[src/hdl/fkh_pkg.sv]
`timescale 1ns / 1ps
// ----------------------------------------------------------------------------
// fkh_pkg
// Shared types and constants for the IPv4 flow key hash block.
// ----------------------------------------------------------------------------
package fkh_pkg;

  localparam logic [3:0] KEY_LEN_NONE  = 4'd0;
  localparam logic [3:0] KEY_LEN_PAIR  = 4'd8;
  localparam logic [3:0] KEY_LEN_TUPLE = 4'd13;

  // key captured at frame end; key_len of zero means the result is 0
  typedef struct packed {
    logic [31:0] src_addr;
    logic [31:0] dst_addr;
    logic [15:0] l4_sport;
    logic [15:0] l4_dport;
    logic [7:0]  proto;
    logic [3:0]  key_len;
  } fkh_key_t;

  typedef struct packed {
    logic full;
    logic empty;
  } fkh_queue_status_t;

endpackage

[src/hdl/fkh_front.sv]
`timescale 1ns / 1ps
// ----------------------------------------------------------------------------
// fkh_front
// Frame byte parser: counts bytes, captures header fields and forms the key.
// ----------------------------------------------------------------------------
module fkh_front (
  input  logic             clk,
  input  logic             rst,
  input  logic             accept,
  input  logic [7:0]       data_byte,
  input  logic             last,
  input  logic             mode_sel,
  output logic             push,
  output fkh_pkg::fkh_key_t key
);

  localparam logic [6:0]  COUNT_MAX   = 7'd127;
  localparam logic [6:0]  OFS_ET_HI   = 7'd12;
  localparam logic [6:0]  OFS_ET_LO   = 7'd13;
  localparam logic [6:0]  OFS_IP      = 7'd14;
  localparam logic [6:0]  OFS_PROTO   = 7'd23;
  localparam logic [6:0]  OFS_SRC_LO  = 7'd26;
  localparam logic [6:0]  OFS_SRC_HI  = 7'd29;
  localparam logic [6:0]  OFS_DST_LO  = 7'd30;
  localparam logic [6:0]  OFS_DST_HI  = 7'd33;
  localparam logic [6:0]  PORT_END    = 7'd18;
  localparam logic [6:0]  MIN_FRAME   = 7'd34;
  localparam logic [15:0] ETH_IPV4    = 16'h0800;
  localparam logic [7:0]  PROTO_TCP   = 8'd6;
  localparam logic [7:0]  PROTO_UDP   = 8'd17;

  logic [6:0]  byte_count,       byte_count_next;
  logic [15:0] ether_type_word,  ether_type_word_next;
  logic [5:0]  header_bytes,     header_bytes_next;
  logic [7:0]  protocol_byte,    protocol_byte_next;
  logic [31:0] source_address,   source_address_next;
  logic [31:0] dest_address,     dest_address_next;
  logic [15:0] source_port_word, source_port_word_next;
  logic [15:0] dest_port_word,   dest_port_word_next;

  logic       live;
  logic [6:0] ip_ofs;
  logic [6:0] port_rel;
  logic       port_hit;
  logic       ports_ok;

  always_comb begin
    live     = (byte_count != COUNT_MAX);
    ip_ofs   = byte_count - OFS_IP;

    byte_count_next       = byte_count;
    ether_type_word_next  = ether_type_word;
    header_bytes_next     = header_bytes;
    protocol_byte_next    = protocol_byte;
    source_address_next   = source_address;
    dest_address_next     = dest_address;
    source_port_word_next = source_port_word;
    dest_port_word_next   = dest_port_word;

    if (live) begin
      if (byte_count == OFS_ET_HI) ether_type_word_next[15:8] = data_byte;
      if (byte_count == OFS_ET_LO) ether_type_word_next[7:0]  = data_byte;
      if (byte_count == OFS_IP)    header_bytes_next = {data_byte[3:0], 2'b00};
      if (byte_count == OFS_PROTO) protocol_byte_next = data_byte;
      if (byte_count >= OFS_SRC_LO && byte_count <= OFS_SRC_HI) begin
        source_address_next = {source_address[23:0], data_byte};
      end
      if (byte_count >= OFS_DST_LO && byte_count <= OFS_DST_HI) begin
        dest_address_next = {dest_address[23:0], data_byte};
      end
      byte_count_next = byte_count + 7'd1;
    end

    // port bytes sit right after the ipv4 header, at 14 + ihl*4
    port_rel = ip_ofs - {1'b0, header_bytes_next};
    port_hit = live && (byte_count >= OFS_IP) && (ip_ofs >= {1'b0, header_bytes_next})
               && (port_rel < 7'd4);
    if (port_hit) begin
      case (port_rel[1:0])
        2'd0:    source_port_word_next[15:8] = data_byte;
        2'd1:    source_port_word_next[7:0]  = data_byte;
        2'd2:    dest_port_word_next[15:8]   = data_byte;
        default: dest_port_word_next[7:0]    = data_byte;
      endcase
    end

    ports_ok = ((PORT_END + {1'b0, header_bytes_next}) <= byte_count_next) &&
               (protocol_byte_next == PROTO_TCP || protocol_byte_next == PROTO_UDP);

    key.src_addr = source_address_next;
    key.dst_addr = dest_address_next;
    key.l4_sport = ports_ok ? source_port_word_next : 16'd0;
    key.l4_dport = ports_ok ? dest_port_word_next : 16'd0;
    key.proto    = protocol_byte_next;
    if (byte_count_next < MIN_FRAME) begin
      key.key_len = fkh_pkg::KEY_LEN_NONE;
    end else if (mode_sel) begin
      key.key_len = fkh_pkg::KEY_LEN_PAIR;
    end else if (ether_type_word_next == ETH_IPV4) begin
      key.key_len = fkh_pkg::KEY_LEN_TUPLE;
    end else begin
      key.key_len = fkh_pkg::KEY_LEN_NONE;
    end
  end

  assign push = accept && last;

  always_ff @(posedge clk) begin
    if (rst || push) begin
      byte_count       <= '0;
      ether_type_word  <= '0;
      header_bytes     <= '0;
      protocol_byte    <= '0;
      source_address   <= '0;
      dest_address     <= '0;
      source_port_word <= '0;
      dest_port_word   <= '0;
    end else if (accept) begin
      byte_count       <= byte_count_next;
      ether_type_word  <= ether_type_word_next;
      header_bytes     <= header_bytes_next;
      protocol_byte    <= protocol_byte_next;
      source_address   <= source_address_next;
      dest_address     <= dest_address_next;
      source_port_word <= source_port_word_next;
      dest_port_word   <= dest_port_word_next;
    end
  end

endmodule

[src/hdl/fkh_queue.sv]
`timescale 1ns / 1ps
// ----------------------------------------------------------------------------
// fkh_queue
// Small key queue between the parser and the hash engine.
// ----------------------------------------------------------------------------
module fkh_queue #(
  parameter int DEPTH = 2
) (
  input  logic                      clk,
  input  logic                      rst,
  input  logic                      push,
  input  fkh_pkg::fkh_key_t         push_key,
  input  logic                      pop,
  output fkh_pkg::fkh_key_t         head,
  output fkh_pkg::fkh_queue_status_t status
);

  localparam int PTR_W = (DEPTH > 1) ? $clog2(DEPTH) : 1;
  localparam int CNT_W = $clog2(DEPTH + 1);
  localparam logic [PTR_W-1:0] PTR_LAST = PTR_W'(DEPTH - 1);
  localparam logic [CNT_W-1:0] CNT_FULL = CNT_W'(DEPTH);

  fkh_pkg::fkh_key_t entry [DEPTH];
  logic [PTR_W-1:0]  wr_ptr;
  logic [PTR_W-1:0]  rd_ptr;
  logic [CNT_W-1:0]  count;

  assign head         = entry[rd_ptr];
  assign status.full  = (count == CNT_FULL);
  assign status.empty = (count == '0);

  always_ff @(posedge clk) begin
    if (rst) begin
      wr_ptr <= '0;
      rd_ptr <= '0;
      count  <= '0;
    end else begin
      if (push) begin
        entry[wr_ptr] <= push_key;
        wr_ptr <= (wr_ptr == PTR_LAST) ? '0 : wr_ptr + PTR_W'(1);
      end
      if (pop) begin
        rd_ptr <= (rd_ptr == PTR_LAST) ? '0 : rd_ptr + PTR_W'(1);
      end
      if (push && !pop) begin
        count <= count + CNT_W'(1);
      end else if (pop && !push) begin
        count <= count - CNT_W'(1);
      end
    end
  end

endmodule

[src/hdl/fkh_back.sv]
`timescale 1ns / 1ps
// ----------------------------------------------------------------------------
// fkh_back
// One-at-a-time hash engine, one key byte per cycle, with output register.
// ----------------------------------------------------------------------------
module fkh_back (
  input  logic                      clk,
  input  logic                      rst,
  input  fkh_pkg::fkh_key_t         head,
  input  fkh_pkg::fkh_queue_status_t qstat,
  output logic                      pop,
  output logic [31:0]               flow_hash,
  output logic                      hash_valid,
  input  logic                      hash_stall,
  output logic                      engine_idle
);

  localparam logic [1:0] ST_IDLE = 2'd0;
  localparam logic [1:0] ST_MIX  = 2'd1;
  localparam logic [1:0] ST_FIN  = 2'd2;
  localparam logic [1:0] ST_DONE = 2'd3;

  logic [1:0]        state;
  fkh_pkg::fkh_key_t key;
  logic [3:0]        key_position;
  logic [31:0]       hash_accumulator;

  logic [7:0]  key_byte;
  logic [31:0] mix_a, mix_b, mix_c;
  logic [31:0] fin_a, fin_b, fin_c;
  logic        out_free;

  always_comb begin
    case (key_position)
      4'd0:    key_byte = key.src_addr[31:24];
      4'd1:    key_byte = key.src_addr[23:16];
      4'd2:    key_byte = key.src_addr[15:8];
      4'd3:    key_byte = key.src_addr[7:0];
      4'd4:    key_byte = key.dst_addr[31:24];
      4'd5:    key_byte = key.dst_addr[23:16];
      4'd6:    key_byte = key.dst_addr[15:8];
      4'd7:    key_byte = key.dst_addr[7:0];
      4'd8:    key_byte = key.l4_sport[7:0];
      4'd9:    key_byte = key.l4_sport[15:8];
      4'd10:   key_byte = key.l4_dport[7:0];
      4'd11:   key_byte = key.l4_dport[15:8];
      4'd12:   key_byte = key.proto;
      default: key_byte = 8'd0;
    endcase

    mix_a = hash_accumulator + {24'd0, key_byte};
    mix_b = mix_a + (mix_a << 10);
    mix_c = mix_b ^ (mix_b >> 6);

    fin_a = hash_accumulator + (hash_accumulator << 3);
    fin_b = fin_a ^ (fin_a >> 11);
    fin_c = fin_b + (fin_b << 15);
  end

  assign pop         = (state == ST_IDLE) && !qstat.empty;
  assign out_free    = !hash_valid || !hash_stall;
  assign engine_idle = (state == ST_IDLE);

  always_ff @(posedge clk) begin
    if (rst) begin
      state      <= ST_IDLE;
      hash_valid <= 1'b0;
    end else begin
      if (hash_valid && !hash_stall && state != ST_DONE) begin
        hash_valid <= 1'b0;
      end
      unique case (state)
        ST_IDLE: begin
          if (pop) begin
            key              <= head;
            key_position     <= 4'd0;
            hash_accumulator <= 32'd0;
            state <= (head.key_len == fkh_pkg::KEY_LEN_NONE) ? ST_DONE : ST_MIX;
          end
        end
        ST_MIX: begin
          hash_accumulator <= mix_c;
          key_position     <= key_position + 4'd1;
          if (key_position == key.key_len - 4'd1) begin
            state <= ST_FIN;
          end
        end
        ST_FIN: begin
          hash_accumulator <= fin_c;
          state            <= ST_DONE;
        end
        ST_DONE: begin
          if (out_free) begin
            flow_hash  <= (key.key_len == fkh_pkg::KEY_LEN_NONE) ? 32'd0 : hash_accumulator;
            hash_valid <= 1'b1;
            state      <= ST_IDLE;
          end
        end
        default: state <= ST_IDLE;
      endcase
    end
  end

endmodule

[src/hdl/ipv4_flow_key_hash.sv]
`timescale 1ns / 1ps
// ----------------------------------------------------------------------------
// ipv4_flow_key_hash
// Flow hash over an Ethernet/IPv4 byte stream: parser, key queue, hash engine.
// ----------------------------------------------------------------------------
// throughput: one frame byte per cycle while data_stall is low; the engine works
//   on one key at a time and takes the next key from the queue only when idle
// flow_hash follows the last byte after any wait on the key queue and the
//   engine's mix, finish and done states; a zero result skips mix and finish
// data_stall rises only when the key queue is full
// reset clears frame state, mode, the key queue and any pending hash
module ipv4_flow_key_hash #(
  parameter int QUEUE_DEPTH = 2
) (
  input  logic        clk,
  input  logic        rst,
  input  logic        data_valid,
  output logic        data_stall,
  input  logic [7:0]  data_byte,
  input  logic        last,
  output logic        hash_valid,
  input  logic        hash_stall,
  output logic [31:0] flow_hash,
  input  logic        cfg_valid,
  output logic        cfg_ready,
  input  logic        mode
);

  logic                       mode_sel;
  logic                       data_accept;
  logic                       push;
  logic                       pop;
  logic                       engine_idle;
  fkh_pkg::fkh_key_t          push_key;
  fkh_pkg::fkh_key_t          head;
  fkh_pkg::fkh_queue_status_t qstat;

  assign cfg_ready   = 1'b1;
  assign data_stall  = qstat.full;
  assign data_accept = data_valid && !data_stall;

  always_ff @(posedge clk) begin
    if (rst) begin
      mode_sel <= 1'b0;
    end else if (cfg_valid && cfg_ready) begin
      mode_sel <= mode;
    end
  end

  fkh_front u_front (
    .clk       (clk),
    .rst       (rst),
    .accept    (data_accept),
    .data_byte (data_byte),
    .last      (last),
    .mode_sel  (mode_sel),
    .push      (push),
    .key       (push_key)
  );

  fkh_queue #(
    .DEPTH (QUEUE_DEPTH)
  ) u_queue (
    .clk      (clk),
    .rst      (rst),
    .push     (push),
    .push_key (push_key),
    .pop      (pop),
    .head     (head),
    .status   (qstat)
  );

  fkh_back u_back (
    .clk         (clk),
    .rst         (rst),
    .head        (head),
    .qstat       (qstat),
    .pop         (pop),
    .flow_hash   (flow_hash),
    .hash_valid  (hash_valid),
    .hash_stall  (hash_stall),
    .engine_idle (engine_idle)
  );

  a_engine_takes_key: assert property (@(posedge clk) disable iff (rst)
    (!qstat.empty && engine_idle) |=> !engine_idle)
    else $error("engine did not take a queued key");

  a_hash_from_engine: assert property (@(posedge clk) disable iff (rst)
    $rose(hash_valid) |-> $past(!engine_idle))
    else $error("hash presented without engine activity");

  a_mode_write: assert property (@(posedge clk) disable iff (rst)
    (cfg_valid && cfg_ready) |=> (mode_sel == $past(mode)))
    else $error("mode transfer not captured");

endmodule
[config.mk]
export PLATFORM = sky130hd
export DESIGN_NAME = ipv4_flow_key_hash
export DESIGN_NICKNAME = d
export VERILOG_FILES = /design/src/hdl/fkh_pkg.sv /design/src/hdl/fkh_front.sv /design/src/hdl/fkh_queue.sv /design/src/hdl/fkh_back.sv /design/src/hdl/ipv4_flow_key_hash.sv
export SDC_FILE = /design/constraint.sdc
export NUM_CORES = 1
export LEC_CHECK = 0
export BUFFER_PORTS_ARGS = -buffer_cell sky130_fd_sc_hd__buf_2
export CAP_MARGIN = 25
export CORE_ASPECT_RATIO = 1.5
export CORE_MARGIN = 2
export CORE_UTILIZATION = 57
export DETAILED_ROUTE_END_ITERATION = 8
export PLACE_DENSITY = 0.84
export RECOVER_POWER = 100
export REMOVE_ABC_BUFFERS = 1
export SKIP_LAST_GASP = 1
export SYNTH_ARGS = -nofsm -noshare
export SYNTH_HDL_FRONTEND = slang
export SYNTH_HIERARCHICAL = 1
export SYNTH_SLANG_ARGS = --single-unit
[constraint.sdc]
create_clock -name clk -period 9.1 [get_ports clk]
set_input_delay 0.455 -clock clk [delete_from_list [all_inputs] [get_ports clk]]
set_output_delay 0.455 -clock clk [all_outputs]
set_load 0.005 [all_outputs]
* Word-level counts from Yosys, hierarchy flattened
Memory sizes are Yosys's and may differ from the RTL's. A register that Yosys moved wholly into a read port is not among the register bits.
Index checks and enable logic that the tools add are counted.
** Word-level totals
- Logic and storage cells :: 163
- Register bits :: 317
- Input port bits :: 15
- Memories :: 1
- Memory bits (writable) :: 216
- Output and inout bits :: 35
** Memories
- u_queue.entry :: words 2, width 108, rd ports 1, clocked after memory_dff 1, wr ports 1, RTL line fkh_queue.sv:23 : fkh_pkg::fkh_key_t entry [DEPTH];
** Operators by class
- Multiplexer cells :: 45
- Magnitude comparators :: 9
- Bitwise operators :: 3
- Add/sub/neg operators :: 14
- Equal/unequal tests :: 31
- Reduce and logical (&&, ||, !) cells :: 37
** Operators by type and width (count)
- 32-bit two-way mux :: 5
- 8-bit one-hot mux with 13 select lines :: 1
- 32-bit adder :: 3
- 32-bit one-hot mux with 3 select lines :: 1
- 16-bit two-way mux :: 5
- 8-bit two-way mux :: 8
- 32-bit by 8-bit adder with 32-bit output :: 1
- 32-bit by 21-bit XOR with 32-bit output :: 1
- 32-bit by 26-bit XOR with 32-bit output :: 1
- 7-bit by 4-bit == test with 1-bit output (second input constant) :: 3
- 4-bit == test (second input constant) :: 5
- 16-bit by 12-bit == test with 1-bit output (second input constant) :: 1
- 4-bit by 3-bit == test with 1-bit output (second input constant) :: 4
- 4-bit two-way mux :: 4
- 3-bit AND reduction :: 5
- 7-bit by 5-bit >= comparator with 1-bit output (second input constant) :: 2
- 1-bit logical AND :: 13
- 4-bit zero test :: 3
- 2-bit two-way mux :: 6
- 6-bit two-way mux :: 2
- 1-bit two-way mux :: 10
- 2-bit == test (second input constant) :: 4
- 4-bit by 2-bit == test with 1-bit output (second input constant) :: 2
- 8-bit by 3-bit == test with 1-bit output (second input constant) :: 1
- other kinds (34) :: 48

* Depth between registers and ports, before layout
Gate-level depths: netlist of run 1.
- Depth after elaboration :: 9
- Depth in mapped cells :: 28
- Mapped depth without buffers :: 26

* Hierarchy
Netlist of run 1, hierarchy kept.
** By module, submodules not included
- fkh_back :: area an instance 11720.0 um2, times used 1, seq. area each 5345.1 um2, cells an instance 1070
- fkh_queue :: area an instance 8071.5 um2, times used 1, seq. area each 6586.3 um2, cells an instance 358
- fkh_front :: area an instance 7445.9 um2, times used 1, seq. area each 2662.6 um2, cells an instance 856
- ipv4_flow_key_hash :: area an instance 51.3 um2, times used 1, seq. area each 20.0 um2, cells an instance 6

* Least setup slack after synthesis of run 1
No wires, ideal clock.
- Path type :: input port to flip-flop
- From :: input port data_valid
- To :: memory u_queue/entry[0][0] (netlist name), enable pin
- Setup slack :: -0.432 ns
- Stages on the path :: 3
- Required time :: 8.371 ns
- Arrival time :: 8.802 ns
- Setup time :: 0.729 ns
- Path buffers :: 0
- Path through :: nor2b_1 > and2_1 > nor3b_1
** Between the ends
- Cells in the longest elaborated chain, start to end :: 5
** Ends and longest elaborated chain
- start, declared :: RTL line ipv4_flow_key_hash.sv:17 : input logic data_valid,
- 1-bit logical AND :: RTL line ipv4_flow_key_hash.sv:40 : assign data_accept = data_valid && !data_stall;
- 1-bit logical AND :: RTL line fkh_front.sv:106 : assign push = accept && last;
- named net push :: RTL line ipv4_flow_key_hash.sv:31 : logic push;
- 1-bit two-way mux :: RTL line fkh_queue.sv:38 : if (push) begin
- 1-bit two-way mux :: RTL line fkh_queue.sv:33 : if (rst) begin
- 1-bit two-way mux (not written as such) :: RTL line fkh_queue.sv:39 : entry[wr_ptr] <= push_key;
- end, declared :: RTL line fkh_queue.sv:23
The timed path passes the listed nets, and every way through them passes these cells.

* Worst setup path after layout of run 1
- From :: register u_back.key_position[3]
- To :: register u_back.hash_accumulator[22] (data pin)
** Between the ends
- Cells in the longest elaborated chain, start to end :: 6
- Elaborated cells between the ends (all ways) :: 18
- Classes of those cells :: add/sub: 2; eq/ne: 12; mux: 2; bitwise: 1; reduce/logical: 1
** Ends and longest elaborated chain
- start, declared :: RTL line fkh_back.sv:25 : logic [3:0] key_position;
- start signal, assigned :: RTL line fkh_back.sv:83 : key_position <= key_position + 4'd1;
- 4-bit == test (tied with other cells) :: RTL line fkh_back.sv:34 : case (key_position)
- 8-bit one-hot mux with 13 select lines * :: RTL line fkh_back.sv:34
- 32-bit by 8-bit adder with 32-bit output * :: RTL line fkh_back.sv:51 : mix_a = hash_accumulator + {24'd0, key_byte};
- 32-bit adder * :: RTL line fkh_back.sv:52 : mix_b = mix_a + (mix_a << 10);
- 32-bit by 26-bit XOR with 32-bit output * :: RTL line fkh_back.sv:53 : mix_c = mix_b ^ (mix_b >> 6);
- 32-bit one-hot mux with 3 select lines * :: RTL line fkh_back.sv:72 : unique case (state)
- end signal, assigned :: RTL line fkh_back.sv:82 : hash_accumulator <= mix_c;
- end signal, assigned :: RTL line fkh_back.sv:89 : hash_accumulator <= fin_c;
- end, declared :: RTL line fkh_back.sv:26 : logic [31:0] hash_accumulator;
Every way passes the cells marked *; elsewhere a longest branch is shown, timed or not.
A chain may end at the register's enable or synchronous reset.

==> results of run 1 <==
placed cells by master, fill, tap and decap left out, types with 73 or more instances in the layout:
cell type,instances
mux2_2,73
mux2_1,108
ha_1,99
xnor2_1,103
o21ai_0,78
nand3_1,102
nand2_1,127
a21oi_1,123
dfxtp_1,142
mux2i_1,123
nor2_1,157
edfxtp_1,392
synth_stat cells (6+ instances only):
library cell  count
a211oi_1         22
a21o_1           30
a21oi_1         124
a22o_1            8
a22oi_1          30
a31oi_1          12
and2_1           13
and3_1           20
buf_1            10
buf_2            16
clkbuf_1         84
dfxtp_1         142
edfxtp_1        392
ha_1             99
inv_1            51
mux2_2          163
mux2_4           20
mux2i_1         123
nand2_1         127
nand2b_1          8
nand3_1         100
nand4_1          18
nor2_1          158
nor2b_1          58
nor3_1           18
nor4_1           10
o211ai_1         10
o21a_1            9
o21ai_0          78
o21bai_1          9
o22ai_1          12
o31a_1            6
o31ai_1           9
xnor2_1         103
xor2_1           65
registers in the layout, indices dropped and copies added, names as in the netlist, 32 cells and up, named ones only:
name	count
u_front/dest_address	32
u_back/flow_hash	32
u_back/key	108
u_back/hash_accumulator	32
u_front/source_address	32
u_queue/entry	216
area by class of cell:
type | instances | share of cell area (%)
clock buffer | 54 | 4.25
clock inverter | 34 | 1.77
inverter | 53 | 0.674
multi-input combinational | 1584 | 40.1
sequential | 534 | 49.5
tap | 600 | 2.54
timing repair buffer | 71 | 1.16
layer usage:
metal	wire [um]	up-vias	GRT usage, %
li1	-	8515	-
met1	24100	9163	29.0
met2	36900	885	52.5
met3	3730	314	3.22
met4	5890	0	19.4
met5	0	-	0
path summary, 6_finish.rpt:
| kind | startpoint | end | slack, ns | depth (start not counted) |
|---|---|---|---|---|
| setup / recovery | u_back/key_position[3] | u_back/hash_accumulator[22] | 1.15 | 22 |
| hold / removal | mode | mode_sel | 0.13 | 3 |
| setup reg to reg | u_back/key_position[3] | u_back/hash_accumulator[22] | 1.15 | 22 |
| hold reg to reg | u_front/header_bytes[5] | u_front/header_bytes[5] | 0.46 | 2 |
cells by family (layout without fill, tap and decap cells):
group	after synthesis	count (layout)	share of synthesized area [%]
simple gates	569	569	10.2
xor+xnor	172	172	5.73
fa+ha+maj	102	102	4.76
other cells	2	2	0.0275
mux	306	306	12.3
buf+inv	172	212	2.62
flops	534	534	53.6
compound gates	433	433	10.8
critical path: stages (launching register included):
cell	delay, ns
edfxtp_1	0.36
clkbuf_1	1.10
nor2_1	0.49
a22o_1	0.37
a22oi_1	0.19
o311ai_0	0.29
fa_1	0.54
a211oi_1	0.41
o211ai_1	0.29
and3_1	0.31
nand4_1	0.12
xnor2_1	0.19
ha_1	0.34
and2_0	0.20
nand4_1	0.11
a21oi_1	0.06
o41ai_1	0.72
a21oi_1	0.17
o2111ai_1	0.32
a211oi_1	0.12
a211oi_1	0.65
xor2_1	0.21
o22ai_1	0.09
per-stage QoR:
stage	instances	setup TNS [ns]	cell area, um^2
floorplan	2171	-697.72	26800
global placement	2839	0	28000
detailed placement	2841	0	28000
CTS	2929	0	29800
global route	2930	0	29500
finish	2930	0	29500
==> impl_metrics.json, run 1 <==
{
  "status": "complete, but fails checks",
  "violations": "max-capacitance violations, max-slew violations",
  "crit_required_ns": 9.42,
  "seq_area_frac_synth_pct": 53.6,
  "final_max_slew_viol_count": 817,
  "synth-seq-cells": 534,
  "hpwl_um": 48300,
  "cts_resized": 0,
  "postLayoutCoreUtil_pct": 62.2,
  "cts_root_buf": "clkbuf_16",
  "drc_errors": 0,
  "synthTopCellsByArea": "edfxtp_1, dfxtp_1, mux2_2, ha_1, mux2i_1",
  "wirelength_um": 70600,
  "die_w_um": 183,
  "fin_worst_skew_ns": 0.0218,
  "yosys_warnings": 6,
  "hold_violations": 0,
  "ff_latch_area_um2": 14600,
  "fin_ws_ns": 1.15,
  "drt_first_iter_violations": 1693,
  "ant_nets": 0,
  "layout-drive-gt1-share_pct": 9.96,
  "synth_cells": 2290,
  "grtUsageTotal_pct": 28.0,
  "ys_async_sr_fraction_pct": 0,
  "hold_path_class": "input port to flop",
  "synth_cell_types": 93,
  "rsz0062_at_grt": "false",
  "portBuffers": 48,
  "crit_fanout": 29,
  "ctsHtreeMaxLevel": 2,
  "yosysTopAreaCellShare_pct": 43.1,
  "num_vias": 18900,
  "endpoint_kind": "flop",
  "clock_latency_ns": 0.59,
  "syn_area_um2": 27300,
  "vias_per_cell": 6.44,
  "cts_inserted_buffers": 47,
  "drtPass1Iterations": 7,
  "dieArea_um2": 49700,
  "whs_ns": 0.127,
  "fp.coreArea_um2": 47500,
  "place_ws_ns": 2.15,
  "multi_input_area_um2": 11800,
  "slew-limit-headroom_pct": -162,
  "arrival_ns": 8.27,
  "wl_per_cell_um": 24.1,
  "max_freq_mhz": 126,
  "gr-total-overflow": 0,
  "synth_ff_type": "edfxtp_1",
  "antenna_found_initial": 0,
  "grt_pass1_vias": 18900,
  "start_kind": "flop",
  "maxCapViolations": 19,
  "pin_count": 50,
  "finalWeightedCongestion": 0.946,
  "critPathKind": "flop to flop",
  "clockBufferDepth": 3,
  "synth_area_leader_cell": "edfxtp_1",
  "area.growth.synth_to_final_pct": 8.16,
  "fin_crit_ns": 7.95,
  "synth-edff-count": 392,
  "fillerInstances": 3507,
  "nNetsFinal": 2408,
  "ctsHoldBuffers": 0,
  "tightestPinTransition_ns": 3.92,
  "cts.sinks": 534,
  "setup_viol": 0,
  "start_util_pct": 57.5,
  "finalCritPeriodShare_pct": 87.4,
  "cts_setup_buffers": 0,
  "die_h_um": 272,
  "diodes": 0,
  "grt_pass1_wl_um": 107000,
  "rows": 98,
  "avgSynthCellArea_um2": 11.9,
  "clk_pin_slew_ns": 0.07,
  "cts_tree": "yes",
  "grt_max_degree": 64
}
Power of run 1 is left out: the tool's default activity adds up to more than one toggle a clock period on the data nets, which glitch-free logic cannot reach.
==> run 2: changes to the inputs <==
CORE_UTILIZATION = 58   (was 57)
PLACE_DENSITY = 0.82   (was 0.84)
clock period = 9.6 ns   (was 9.1 ns; I/O delays follow)
==> run 2 against run 1 <==
Final area is 0.60% higher; the run still ends with max-capacitance violations, max-slew violations left; critical path type unchanged; critical path depth shrank 15; cell count barely moved; count of clock-buffer cells in the layout up 5.
==> impl_metrics.json, run 2 (synthesis gave the netlist of run 1 again) <==
{
  "dpl_cell_area_um2": 28000,
  "ctsHoldBuffers": 0,
  "drc_errors": 0,
  "dieArea_um2": 48800,
  "layout-drive-gt1-share_pct": 9.97,
  "dr.max_layer_used": "met4",
  "hpwl_um": 48200,
  "finalWeightedCongestion": 0.951,
  "cts_root_buf": "clkbuf_16",
  "clock_latency_ns": 0.59,
  "tightestPinTransition_ns": 4.13,
  "area.growth.synth_to_final_pct": 8.80,
  "start_util_pct": 58.6,
  "die_h_um": 270,
  "fin_worst_skew_ns": 0.0143,
  "wl_met3_um": 3570,
  "clk_pin_slew_ns": 0.06,
  "cts_resized": 0,
  "top_register": "u_queue/entry",
  "most-common-layout-cells": "edfxtp_1, nor2_1, dfxtp_1",
  "wirelength_um": 70600,
  "whs_ns": 0.130,
  "finalCritPeriodShare_pct": 80.0,
  "portBuffers": 48,
  "rows": 97,
  "num_vias": 18700,
  "violations": "max-capacitance violations, max-slew violations",
  "fin_crit_ns": 7.68,
  "diodes": 0,
  "largest_reg_flops": 216,
  "nNetsFinal": 2414,
  "endpoint_kind": "flop",
  "met2WireLength_um": 36800,
  "slew-limit-headroom_pct": -175,
  "fin_ws_ns": 1.92,
  "status": "complete, but fails checks",
  "setup_viol": 0,
  "fp.coreArea_um2": 46600,
  "drt_first_iter_violations": 1772,
  "crit_fanout": 66,
  "pin_count": 50,
  "hold_path_class": "input port to flop",
  "place_inst": 2834,
  "cts_setup_buffers": 0,
  "die_w_um": 181,
  "cts.sinks": 534,
  "start_kind": "flop",
  "reg_top3": "u_queue/entry x216, u_back/key x108",
  "layout_commonest_cell": "edfxtp_1",
  "grt_pass1_wl_um": 108000,
  "hold_violations": 0,
  "ant_nets": 0,
  "wl_met1_um": 24500,
  "grt_max_degree": 83,
  "stdcell_count": 2932,
  "fin_area_um2": 29700,
  "cts_inserted_buffers": 49,
  "ctsHtreeMaxLevel": 2,
  "drtPass1Iterations": 6,
  "clockBufferDepth": 3,
  "maxCapViolations": 15,
  "grtUsageTotal_pct": 28.5,
  "vias_per_cell": 6.37,
  "gr-total-overflow": 0,
  "grt_pass1_vias": 18800,
  "final_max_slew_viol_count": 704,
  "place_ws_ns": 2.68,
  "max_freq_mhz": 130,
  "critPathKind": "flop to flop",
  "antenna_found_initial": 0,
  "cts_tree": "yes",
  "arrival_ns": 7.86,
  "wl_per_cell_um": 24.1,
  "rsz0062_at_grt": "false",
  "crit_required_ns": 9.78,
  "fillerInstances": 3490
}
## run 2: layer usage
layer | global-route usage, % | up-vias
met3 | 3.42 | 267
li1 | - | 8529
met4 | 20.2 | 0
met5 | 0 | -
met2 | 52.3 | 831
met1 | 30.1 | 9057
## run 2: area by class of cell
type                       count  area, um^2  area share, %
tap                          594         743           2.50
inverter                      53         199          0.670
clock buffer                  59        1360           4.57
clock inverter                33         574           1.93
timing repair buffer          75         385           1.30
multi-input combinational   1584       11800           39.8
sequential                   534       14600           49.2
## run 2: worst paths after layout
| check | from | to | slack (ns) | depth (start not counted) |
|---|---|---|---|---|
| max reg2reg | u_queue/count[0] | u_queue/entry[0][99] | 1.92 | 7 |
| max | u_queue/count[0] | u_queue/entry[0][99] | 1.92 | 7 |
| min | mode | mode_sel | 0.13 | 3 |
| min reg2reg | u_front/header_bytes[5] | u_front/header_bytes[5] | 0.45 | 2 |
## run 2: worst max-delay path: stages (launching register included)
cell and delay [ns]:
dfxtp_1 0.40, nor2b_1 0.11, nor2b_4 0.10, clkbuf_1 2.26
and2_0 0.53, nor3b_1 0.22, clkbuf_1 1.91, clkbuf_2 1.62
## run 2: per-stage QoR
step	setup TNS (ns)	util, %
5_1_grt	0	63.7
4_1_cts	0	64.2
3_5_place_dp	0	60.1
3_3_place_gp	0	60.0
2_1_floorplan	-592.97	-
6_report	0	63.7
Power of run 2 is left out for the same reason.
==> run 3: changes to the inputs <==
clock period = 8 ns   (was 9.6 ns; I/O delays follow)
==> run 3 against run 2 <==
The flow still finishes with violations (max-capacitance violations, max-slew violations); register-to-register slack got worse by 1.4 ns; global-route usage shrank 0.13 points; sequential share of layout area increased by 0.46 points; hold slack lost 0.035 ns; clock skew rose by 0.0049 ns; critical path depth is 15 higher; maximum frequency rose by 3.0%; via count about the same; die area stayed put; routed wire length down 0.41%; utilization decreased by 0.59 points; critical path type unchanged.
==> impl_metrics.json, run 3 (synthesis gave the netlist of run 1 again) <==
{
  "drc_errors": 0,
  "nNetsFinal": 2415,
  "timing.rr.start": "u_back/key_position[0]",
  "drtPass1Iterations": 8,
  "wirelength_um": 70300,
  "clockBufferDepth": 3,
  "max_freq_mhz": 134,
  "cts.sinks": 534,
  "cts_resized": 0,
  "hold_violations": 0,
  "ff_latch_area_um2": 14600,
  "status": "complete, but fails checks",
  "final_max_slew_viol_count": 747,
  "grt_pass1_wl_um": 107000,
  "fin_worst_skew_ns": 0.0191,
  "rsz0062_at_grt": "false",
  "clock_latency_ns": 0.58,
  "gr-total-overflow": 0,
  "reg_top3": "u_queue/entry x216, u_back/key x108",
  "most-common-layout-cells": "edfxtp_1, nor2_1, dfxtp_1",
  "r2r-end": "u_back/hash_accumulator[23]",
  "cts_inserted_buffers": 48,
  "num_vias": 18700,
  "layout_commonest_cell": "edfxtp_1",
  "cts_root_buf": "clkbuf_16",
  "drt_first_iter_violations": 1604,
  "finalWeightedCongestion": 0.967,
  "setup_viol": 0,
  "fillerInstances": 3542,
  "violations": "max-capacitance violations, max-slew violations",
  "multi_input_area_um2": 11800,
  "dpl_cell_area_um2": 28000,
  "crit_required_ns": 8.31,
  "grt_pass1_vias": 19200,
  "endpoint_kind": "flop",
  "ctsHtreeMaxLevel": 2,
  "rows": 97,
  "grtUsageTotal_pct": 28.4,
  "diodes": 0,
  "die_h_um": 270,
  "maxCapViolations": 17,
  "critPathKind": "flop to flop",
  "layout-drive-gt1-share_pct": 9.20,
  "tightestPinTransition_ns": 4.01,
  "dieArea_um2": 48800,
  "r2r_cells": 22,
  "pin_count": 50,
  "largest_reg_flops": 216,
  "clk_pin_slew_ns": 0.07,
  "fp.coreArea_um2": 46600,
  "area.growth.synth_to_final_pct": 7.79,
  "crit_fanout": 23,
  "vias_per_cell": 6.37,
  "top_register": "u_queue/entry",
  "antenna_found_initial": 0,
  "portBuffers": 48,
  "hold_path_class": "input port to flop",
  "wl_per_cell_um": 24.0,
  "start_kind": "flop",
  "fin_crit_ns": 7.46,
  "cts_tree": "yes",
  "ant_nets": 0,
  "grt_max_degree": 77,
  "start_util_pct": 58.6,
  "arrival_ns": 7.77,
  "cts_setup_buffers": 0,
  "ctsHoldBuffers": 0,
  "die_w_um": 181,
  "reg2reg_slack_ns": 0.54,
  "slew-limit-headroom_pct": -167,
  "endpoint": "u_back/hash_accumulator[23]",
  "crit_start": "u_back/key_position[0]",
  "hpwl_um": 49600,
  "finalCritPeriodShare_pct": 93.2,
  "fin_area_um2": 29400
}
[run 3: changes by cell type in the layout (fill, tap and decap cells not counted), sizes merged]
cell and change:
clkinvlp -3, clkinv -1, bufinv -8, clkbuf +11
[run 3: through the flow]
stage | TNS (ns) | cells | hold slack, ns | worst slack, ns | utilization (%)
floorplan | -940.14 | 2171 | 0.431 | -7.09 | -
global placement | 0 | 2835 | 0.439 | 0.778 | 60.1
detailed placement | 0 | 2838 | 0.444 | 0.821 | 60.1
CTS | 0 | 2927 | 0.0890 | 0.723 | 63.6
global route | 0 | 2931 | 0.115 | 0.0488 | 63.1
finish | 0 | 2931 | 0.0947 | 0.544 | 63.1
[run 3: worst min path at each step]
stage / from / to / slack [ns] / cells after the start
5_1_grt: mode / mode_sel / 0.11 / 3
2_1_floorplan: u_front/source_port_word[10] / u_front/source_port_word[10] / 0.43 / 2
6_report: mode / mode_sel / 0.09 / 3
3_3_place_gp: u_front/ether_type_word[11] / u_front/ether_type_word[11] / 0.44 / 2
4_1_cts: mode / mode_sel / 0.09 / 3
3_5_place_dp: u_front/source_port_word[8] / u_front/source_port_word[8] / 0.44 / 2
[run 3: layer usage]
| layer | vias up | GRT usage [%] | wire (um) |
|---|---|---|---|
| li1 | 8526 | - | - |
| met1 | 9054 | 29.0 | 23800 |
| met2 | 808 | 51.0 | 36200 |
| met3 | 291 | 3.08 | 3240 |
| met4 | 0 | 25.1 | 7010 |
| met5 | - | 0 | 0 |
[run 3: layout make-up]
type,count,area share [%]
repair buffers,77,1.37
well taps,594,2.53
flip-flops and latches,534,49.7
multi-input cells,1584,40.2
clock buffers,68,4.54
inverters,53,0.676
clock inverters,21,0.957
[run 3: critical path, cell delays in order, from the launching register on]
cell	delay (ns)
edfxtp_1	0.51
inv_1	0.14
ha_1	0.79
a222oi_1	0.21
o311ai_0	0.66
ha_1	0.38
a211oi_1	0.39
nor3_2	0.11
or3_1	0.54
nand2_1	0.20
nor2_1	0.07
xor2_1	0.29
ha_1	0.34
a21oi_1	0.23
a21oi_1	0.06
a2bb2oi_1	0.17
o21a_1	0.13
a211o_1	0.33
o2111ai_1	0.61
a31oi_4	0.19
a41oi_2	0.33
xnor3_1	0.36
o2bb2ai_1	0.12
Power of run 3 is left out for the same reason.
